### src/rtl/knc_pkg.sv
`timescale 1ns / 1ps

package knc_pkg;

    localparam int VALUE_BITS     = 16;
    localparam int CLUSTER_BITS   = 3;
    localparam int FEATURE_BITS   = 4;
    localparam int MAX_CLUSTERS   = 8;
    localparam int MAX_FEATURES   = 16;
    localparam int CEN_ADDR_BITS  = CLUSTER_BITS + FEATURE_BITS;
    localparam int CEN_DEPTH      = MAX_CLUSTERS * MAX_FEATURES;
    localparam int DIFF_BITS      = VALUE_BITS + 1;
    localparam int SQ_BITS        = 2 * VALUE_BITS;
    localparam int SUM_BITS       = 37;
    localparam int DIST_BITS      = 36;
    localparam int NC_REG_BITS    = 4;
    localparam int NF_REG_BITS    = 5;
    localparam int CFG_DATA_BITS  = 5;
    localparam int CFG_INDEX_BITS = 1;

    localparam logic MODE_CENTROID = 1'b0;
    localparam logic MODE_SAMPLE   = 1'b1;

    localparam logic [CFG_INDEX_BITS-1:0] REG_CLUSTERS_IN_USE = 1'd0;
    localparam logic [CFG_INDEX_BITS-1:0] REG_FEATURES_IN_USE = 1'd1;

    localparam logic [NC_REG_BITS-1:0] CLUSTERS_RESET = 4'd8;
    localparam logic [NF_REG_BITS-1:0] FEATURES_RESET = 5'd16;

    typedef struct packed {
        logic                           mode;
        logic [CLUSTER_BITS-1:0]        cluster_index;
        logic [FEATURE_BITS-1:0]        feature_index;
        logic signed [VALUE_BITS-1:0]   value;
    } sample_t;

    typedef struct packed {
        logic [CLUSTER_BITS-1:0] nearest_cluster;
        logic [DIST_BITS-1:0]    min_distance_sq;
    } result_t;

    typedef struct packed {
        logic                    valid;
        logic [CLUSTER_BITS-1:0] cluster;
        logic                    first;
        logic                    last;
    } issue_t;

    typedef enum logic {
        SEQ_IDLE,
        SEQ_ISSUE
    } seq_state_t;

endpackage

### src/rtl/knc_centroid_ram.sv
`timescale 1ns / 1ps

module knc_centroid_ram
(
    input  logic                                   clk,
    input  logic                                   we,
    input  logic [knc_pkg::CEN_ADDR_BITS-1:0]      waddr,
    input  logic signed [knc_pkg::VALUE_BITS-1:0]  wdata,
    input  logic [knc_pkg::CEN_ADDR_BITS-1:0]      raddr,
    output logic signed [knc_pkg::VALUE_BITS-1:0]  rdata
);
    import knc_pkg::*;

    logic signed [VALUE_BITS-1:0] mem [CEN_DEPTH];
    logic signed [VALUE_BITS-1:0] rdata_reg;

    always_ff @(posedge clk)
    begin
        if (we)
        begin
            mem[waddr] <= wdata;
        end
        rdata_reg <= mem[raddr];
    end

    assign rdata = rdata_reg;

endmodule

### src/rtl/knc_sum_ram.sv
`timescale 1ns / 1ps

module knc_sum_ram
(
    input  logic                                clk,
    input  logic                                rst_n,
    input  logic                                clear,
    input  logic                                we,
    input  logic [knc_pkg::CLUSTER_BITS-1:0]    waddr,
    input  logic [knc_pkg::SUM_BITS-1:0]        wdata,
    input  logic [knc_pkg::CLUSTER_BITS-1:0]    raddr,
    output logic [knc_pkg::SUM_BITS-1:0]        rdata
);
    import knc_pkg::*;

    logic [SUM_BITS-1:0]     mem [MAX_CLUSTERS];
    logic [MAX_CLUSTERS-1:0] valid_reg;
    logic [MAX_CLUSTERS-1:0] valid_next;
    logic [SUM_BITS-1:0]     rdata_reg;
    logic                    rvalid_reg;

    // An entry that has not been written since the last clear reads as zero.
    always_comb
    begin
        valid_next = valid_reg;
        if (clear)
        begin
            valid_next = '0;
        end
        else if (we)
        begin
            valid_next[waddr] = 1'b1;
        end
    end

    always_ff @(posedge clk or negedge rst_n)
    begin
        if (!rst_n)
        begin
            valid_reg  <= '0;
            rvalid_reg <= 1'b0;
        end
        else
        begin
            valid_reg  <= valid_next;
            rvalid_reg <= valid_reg[raddr];
        end
    end

    always_ff @(posedge clk)
    begin
        if (we)
        begin
            mem[waddr] <= wdata;
        end
        rdata_reg <= mem[raddr];
    end

    assign rdata = rvalid_reg ? rdata_reg : '0;

endmodule

### src/rtl/knc_seq.sv
`timescale 1ns / 1ps

module knc_seq
(
    input  logic                             clk,
    input  logic                             rst_n,
    input  logic                             go,
    input  logic [knc_pkg::CLUSTER_BITS-1:0] last_cluster,
    output knc_pkg::issue_t                  issue
);
    import knc_pkg::*;

    seq_state_t              state_reg;
    seq_state_t              state_next;
    logic [CLUSTER_BITS-1:0] k_reg;
    logic [CLUSTER_BITS-1:0] k_next;
    logic [CLUSTER_BITS-1:0] last_reg;
    logic [CLUSTER_BITS-1:0] last_next;
    logic                    at_last;

    assign at_last = (k_reg == last_reg);

    always_comb
    begin
        state_next = state_reg;
        unique case (state_reg)
            SEQ_IDLE:
            begin
                if (go)
                begin
                    state_next = SEQ_ISSUE;
                end
            end
            SEQ_ISSUE:
            begin
                if (at_last)
                begin
                    state_next = SEQ_IDLE;
                end
            end
            default:
            begin
                state_next = SEQ_IDLE;
            end
        endcase
    end

    always_comb
    begin
        k_next    = k_reg;
        last_next = last_reg;
        issue     = '0;
        unique case (state_reg)
            SEQ_IDLE:
            begin
                if (go)
                begin
                    k_next    = '0;
                    last_next = last_cluster;
                end
            end
            SEQ_ISSUE:
            begin
                issue.valid   = 1'b1;
                issue.cluster = k_reg;
                issue.first   = (k_reg == '0);
                issue.last    = at_last;
                k_next        = k_reg + 1'b1;
            end
            default:
            begin
                k_next = '0;
            end
        endcase
    end

    always_ff @(posedge clk or negedge rst_n)
    begin
        if (!rst_n)
        begin
            state_reg <= SEQ_IDLE;
            k_reg     <= '0;
            last_reg  <= '0;
        end
        else
        begin
            state_reg <= state_next;
            k_reg     <= k_next;
            last_reg  <= last_next;
        end
    end

endmodule

### src/rtl/kmeans_nearest_centroid_unit.sv
`timescale 1ns / 1ps

// Nearest-centroid assignment for k-means. A transaction with mode 0 writes one
// centroid element. A transaction with mode 1 carries one sample element;
// feature index 0 starts a new sample. Each such element keeps busy high while
// the centroid memory gives one element a cycle for every cluster in use,
// followed by a three-stage difference, square and accumulate pipeline. Sample
// elements beyond features_in_use are dropped. After the last feature in use,
// done is high for exactly one cycle with the nearest cluster (lower index on
// ties) and its squared distance in Q20.16, saturated to 36 bits; the receiver
// cannot hold this transaction off and must capture it in that cycle.
// Configuration may be written only while busy is low.
module kmeans_nearest_centroid_unit
(
    input  logic                               clk,
    input  logic                               rst_n,
    input  logic                               start,
    output logic                               busy,
    input  knc_pkg::sample_t                   item,
    output logic                               done,
    output knc_pkg::result_t                   result,
    input  logic                               wr_en,
    input  logic [knc_pkg::CFG_INDEX_BITS-1:0] wr_index,
    input  logic [knc_pkg::CFG_DATA_BITS-1:0]  wr_data
);
    import knc_pkg::*;

    logic [NC_REG_BITS-1:0]  clusters_reg;
    logic [NF_REG_BITS-1:0]  features_reg;
    logic [CLUSTER_BITS-1:0] nc_m1;
    logic [FEATURE_BITS-1:0] nf_m1;

    logic accept;
    logic centroid_we;
    logic sample_go;

    logic signed [VALUE_BITS-1:0] value_reg;
    logic [FEATURE_BITS-1:0]      feature_reg;
    logic                         last_elem_reg;

    issue_t issue;
    issue_t p1_reg;
    issue_t p2_reg;
    issue_t p3_reg;

    logic signed [VALUE_BITS-1:0] cen_rdata;
    logic [SUM_BITS-1:0]          sum_rdata;

    logic signed [DIFF_BITS-1:0]   diff_reg;
    logic signed [2*DIFF_BITS-1:0] prod;
    logic [SQ_BITS-1:0]            sq_reg;
    logic [SUM_BITS-1:0]           sum1_reg;
    logic [SUM_BITS-1:0]           sum2_reg;
    logic [SUM_BITS:0]             sum_wide;
    logic [SUM_BITS-1:0]           sum_new;

    logic                    take;
    logic [SUM_BITS-1:0]     best_sum_reg;
    logic [SUM_BITS-1:0]     best_sum_next;
    logic [CLUSTER_BITS-1:0] best_k_reg;
    logic [CLUSTER_BITS-1:0] best_k_next;

    logic    done_reg;
    result_t result_reg;

    always_ff @(posedge clk or negedge rst_n)
    begin
        if (!rst_n)
        begin
            clusters_reg <= CLUSTERS_RESET;
            features_reg <= FEATURES_RESET;
        end
        else if (wr_en)
        begin
            unique case (wr_index)
                REG_CLUSTERS_IN_USE: clusters_reg <= wr_data[NC_REG_BITS-1:0];
                REG_FEATURES_IN_USE: features_reg <= wr_data[NF_REG_BITS-1:0];
                default:             ;
            endcase
        end
    end

    // Registers outside their range act as the nearest limit.
    always_comb
    begin
        if (clusters_reg == '0)
        begin
            nc_m1 = '0;
        end
        else if (clusters_reg > NC_REG_BITS'(MAX_CLUSTERS))
        begin
            nc_m1 = CLUSTER_BITS'(MAX_CLUSTERS - 1);
        end
        else
        begin
            nc_m1 = CLUSTER_BITS'(clusters_reg - 1'b1);
        end

        if (features_reg == '0)
        begin
            nf_m1 = '0;
        end
        else if (features_reg > NF_REG_BITS'(MAX_FEATURES))
        begin
            nf_m1 = FEATURE_BITS'(MAX_FEATURES - 1);
        end
        else
        begin
            nf_m1 = FEATURE_BITS'(features_reg - 1'b1);
        end
    end

    assign accept      = start && !busy;
    assign centroid_we = accept && (item.mode == MODE_CENTROID);
    assign sample_go   = accept && (item.mode == MODE_SAMPLE) && (item.feature_index <= nf_m1);

    always_ff @(posedge clk)
    begin
        if (sample_go)
        begin
            value_reg     <= item.value;
            feature_reg   <= item.feature_index;
            last_elem_reg <= (item.feature_index == nf_m1);
        end
    end

    knc_seq u_seq
    (
        .clk          (clk),
        .rst_n        (rst_n),
        .go           (sample_go),
        .last_cluster (nc_m1),
        .issue        (issue)
    );

    knc_centroid_ram u_centroid_ram
    (
        .clk   (clk),
        .we    (centroid_we),
        .waddr ({item.cluster_index, item.feature_index}),
        .wdata (item.value),
        .raddr ({issue.cluster, feature_reg}),
        .rdata (cen_rdata)
    );

    knc_sum_ram u_sum_ram
    (
        .clk   (clk),
        .rst_n (rst_n),
        .clear (sample_go && (item.feature_index == '0)),
        .we    (p3_reg.valid),
        .waddr (p3_reg.cluster),
        .wdata (sum_new),
        .raddr (issue.cluster),
        .rdata (sum_rdata)
    );

    always_ff @(posedge clk or negedge rst_n)
    begin
        if (!rst_n)
        begin
            p1_reg <= '0;
            p2_reg <= '0;
            p3_reg <= '0;
        end
        else
        begin
            p1_reg <= issue;
            p2_reg <= p1_reg;
            p3_reg <= p2_reg;
        end
    end

    assign prod = diff_reg * diff_reg;

    always_ff @(posedge clk)
    begin
        diff_reg <= DIFF_BITS'(value_reg) - DIFF_BITS'(cen_rdata);
        sum1_reg <= sum_rdata;
        sq_reg   <= prod[SQ_BITS-1:0];
        sum2_reg <= sum1_reg;
    end

    assign sum_wide = {1'b0, sum2_reg} + (SUM_BITS + 1)'(sq_reg);
    assign sum_new  = sum_wide[SUM_BITS] ? '1 : sum_wide[SUM_BITS-1:0];

    assign take          = p3_reg.first || (sum_new < best_sum_reg);
    assign best_sum_next = take ? sum_new : best_sum_reg;
    assign best_k_next   = take ? p3_reg.cluster : best_k_reg;

    always_ff @(posedge clk)
    begin
        if (p3_reg.valid)
        begin
            best_sum_reg <= best_sum_next;
            best_k_reg   <= best_k_next;
        end
        result_reg.nearest_cluster <= best_k_next;
        result_reg.min_distance_sq <= best_sum_next[SUM_BITS-1:DIST_BITS] != '0
                                      ? '1 : best_sum_next[DIST_BITS-1:0];
    end

    always_ff @(posedge clk or negedge rst_n)
    begin
        if (!rst_n)
        begin
            done_reg <= 1'b0;
        end
        else
        begin
            done_reg <= p3_reg.valid && p3_reg.last && last_elem_reg;
        end
    end

    assign busy   = issue.valid || p1_reg.valid || p2_reg.valid || p3_reg.valid;
    assign done   = done_reg;
    assign result = result_reg;

    a_done_follows_work: assert property (@(posedge clk) disable iff (!rst_n)
        done |-> $past(p3_reg.valid))
        else $error("Result strobe without a finished accumulation.");

    a_done_single: assert property (@(posedge clk) disable iff (!rst_n)
        done |=> !done)
        else $error("Two results in consecutive cycles.");

    a_centroid_write_idle: assert property (@(posedge clk) disable iff (!rst_n)
        (start && !busy && item.mode == MODE_CENTROID) |=> !busy)
        else $error("Centroid write started a sample sequence.");

    a_issue_starts_first: assert property (@(posedge clk) disable iff (!rst_n)
        (issue.valid && !$past(issue.valid)) |-> issue.first)
        else $error("Cluster sweep did not begin at cluster zero.");

endmodule

### config.mk
export PLATFORM = sky130hd
export DESIGN_NAME = kmeans_nearest_centroid_unit
export DESIGN_NICKNAME = d
export VERILOG_FILES = /design/src/rtl/knc_pkg.sv /design/src/rtl/knc_centroid_ram.sv /design/src/rtl/knc_sum_ram.sv /design/src/rtl/knc_seq.sv /design/src/rtl/kmeans_nearest_centroid_unit.sv
export SDC_FILE = /design/constraint.sdc
export NUM_CORES = 2
export LEC_CHECK = 0
export BUFFER_PORTS_ARGS = -buffer_cell sky130_fd_sc_hd__buf_4
export CORE_MARGIN = 2
export CORE_UTILIZATION = 60
export DETAILED_ROUTE_END_ITERATION = 10
export PLACE_DENSITY = 0.88
export SLEW_MARGIN = 5
export SYNTH_ARGS = -nofsm -noshare
export SYNTH_HDL_FRONTEND = slang
export SYNTH_SLANG_ARGS = --single-unit
### constraint.sdc
create_clock -name clk -period 7.9 [get_ports clk]
set_input_delay 1.58 -clock clk [delete_from_list [all_inputs] [get_ports clk]]
set_output_delay 1.58 -clock clk [all_outputs]
set_load 0.05 [all_outputs]
==> metrics.cfg <==
[run_status]
status = finished clean

[global_routing]
grt_pass1_wl_microns = 441000
grt_most_used_layer = met2
grt_usage = 0.324
grt_use_met2 = 0.534
antenna_found_initial = 26
grt_start_max_net_pins = 129
grt_util_met3 = 0.0718
grt_use_met1 = 0.400
overflow = 0
grt_pass1_vias = 62600

[timing]
skew_ps = 104
tns_ps = 0
fin_hold_ws_ps = 304
hold_viol_final = 0
fmax_mhz = 146
setup_ws_ps = 1070
min_period_ps = 6830
worst_slew_pin_slew_ps = 1320
rsz0062_at_grt = false
slew_headroom = 0.117
slew_violations = 0
setup_viol = 0
timing.final.crit_share = 0.864

[die]
initial_core_util = 0.602
ios = 75
die_w_microns = 435
coreArea_sq_mm = 0.185
dieArea_sq_mm = 0.189
rows = 158
die_h_microns = 435

[cts]
tritoncts = done
cts_resized = 0
clockBufferDepth = 4
numCtsBuffers = 274
root_buffer = clkbuf_16
hold_buffers = 0
htree_levels = 5
cts_sinks = 2663
clkTransAtPathRegs_ps = 70
post-cts-setup-buffers = 0
clock_latency_ps = 950

[critical_path]
startpoint_type = flop
end_kind = flop
crit_path_frequent_cell = fa_1
cp.required_ps = 8670
worstPathCellList = nand2_1 > fa_1 > inv_1 > fa_1 > ha_1 > fa_1 > fa_1 > inv_1 > fa_1 > inv_1 > ha_1 > o21a_1 > o21ai_0 > a21oi_1 > o211ai_1 > a211oi_2 > a2111oi_2 > or4_1 > and4_1 > a311o_1
slowest_delay_ps = 770
cp_top_family = adder cells
cp_slowest_cell = dfxtp_1
cp_max_fo = 19
arrival_ps = 7590
critPathBufInv = 3
criticalPathCategory = flop to flop
r2r_slack_ps = 1070

[synthesis]
synth_top_area_frac = 0.649
synth_top_flop_cell = edfxtp_1
synth_area_sq_mm = 0.111
yosysUniqueCellTypes = 87
yosysTopAreaCell = edfxtp_1
synth_warnings = 0
yosys-top-cells-area = edfxtp_1, mux4_2, fa_1
async_reset_ff_frac = 0.0165
synth_seq_cells = 2663
synth-edff-count = 2405
ys_seq_area_frac = 0.697
avgSynthCellArea_sq_um = 19.2
synthesis.nets = 6266
syn_inst = 5798

[finish]
final_cell_mix = edfxtp_1, mux4_2, inv_1
largest_reg_flops = 2048
layout_commonest_cell = edfxtp_1
drive_above_1_share = 0.230
nNetsFinal = 6544
post-route-util = 0.672
syn2layout_area_growth_pct = 11.5

[routing]
drtIter0Drc = 9499
ant_nets = 0
drc = 0
vias = 61000
wl_microns = 305000
dr.pass1.iters = 7
vias_per_cell = 6.96
wl_per_cell_microns = 34.8

[placed_design]
port_buffers = 74
place_ws_ps = 1180
dpl.hpwl_microns = 167000
gp_congestion = 0.875

[run]
max_cap_violations = 0

[hold_path]
worstHoldPathType = flop to flop

==> synth_stat cells (12+ instances only) <==
| master | n |
|---|---|
| edfxtp_1 | 2405 |
| mux4_2 | 710 |
| inv_1 | 419 |
| nand2_1 | 267 |
| fa_1 | 256 |
| nor2_1 | 215 |
| dfxtp_1 | 214 |
| ha_1 | 178 |
| clkbuf_1 | 175 |
| and2_1 | 97 |
| a221oi_1 | 81 |
| o21ai_0 | 75 |
| a21oi_1 | 66 |
| buf_2 | 58 |
| nand3_1 | 57 |
| xnor2_1 | 56 |
| o31ai_1 | 45 |
| dfrtp_1 | 42 |
| a21o_1 | 35 |
| o2111ai_1 | 35 |
| nor2b_1 | 30 |
| nor3_1 | 26 |
| nand2b_1 | 23 |
| xor2_1 | 22 |
| buf_1 | 19 |
| mux2_2 | 15 |
| o211ai_1 | 15 |
| a211oi_1 | 13 |
| o21a_1 | 12 |
==> path summary, 6_finish.rpt <==
| check | startpoint | cells past startpoint | end |
|---|---|---|---|
| max in group asynchronous | rst_n | 1 | u_seq.k_reg[2]$_DFFE_PN0P_ |
| hold reg to reg | sum1_reg[35]$_SDFF_PN0_ | 0 | sum2_reg[35]$_DFF_P_ |
| setup reg to reg | diff_reg[5]$_DFF_P_ | 20 | sq_reg[30]$_DFF_P_ |
| hold / removal | sum1_reg[35]$_SDFF_PN0_ | 0 | sum2_reg[35]$_DFF_P_ |
| setup / recovery | diff_reg[5]$_DFF_P_ | 20 | sq_reg[30]$_DFF_P_ |
| min in group asynchronous | rst_n | 1 | p3_reg[1]$_DFF_PN0_ |
==> logic make-up after synthesis <==
logic type,after synthesis,share of synthesized area
muxes,726,0.145
buffers and inverters,678,0.0238
adders and majority gates,435,0.0661
and+or+nand+nor,770,0.0320
DFF,2663,0.697
xor gates and xnor gates,78,0.00614
AOI/OAI and AO/OA,448,0.0296
==> stage by stage <==
stage | area [sq um] | instances
3_5_place_dp | 116000 | 8280
3_3_place_gp | 116000 | 8280
2_1_floorplan | 111000 | 5798
6_report | 124000 | 8759
5_1_grt | 124000 | 8754
4_1_cts | 124000 | 8750
==> layout make-up <==
type | count | area [sq um]
sequential | 2663 | 77600
antenna | 9 | 22.5
clock inverter | 131 | 1220
clock buffer | 339 | 7310
tap | 2480 | 3100
fill | 10600 | 60700
multi-input combinational | 2457 | 31200
inverter | 420 | 1580
timing repair buffer | 260 | 2050
==> metal layers <==
layer,up-vias,part of all wire
li1,23300,-
met1,31200,0.32
met2,5247,0.50
met3,1103,0.11
met4,34,0.068
met5,-,0.00073
Power is not shown: default switching activity piles up to over one toggle a cycle in this logic, so the estimate is an artifact.
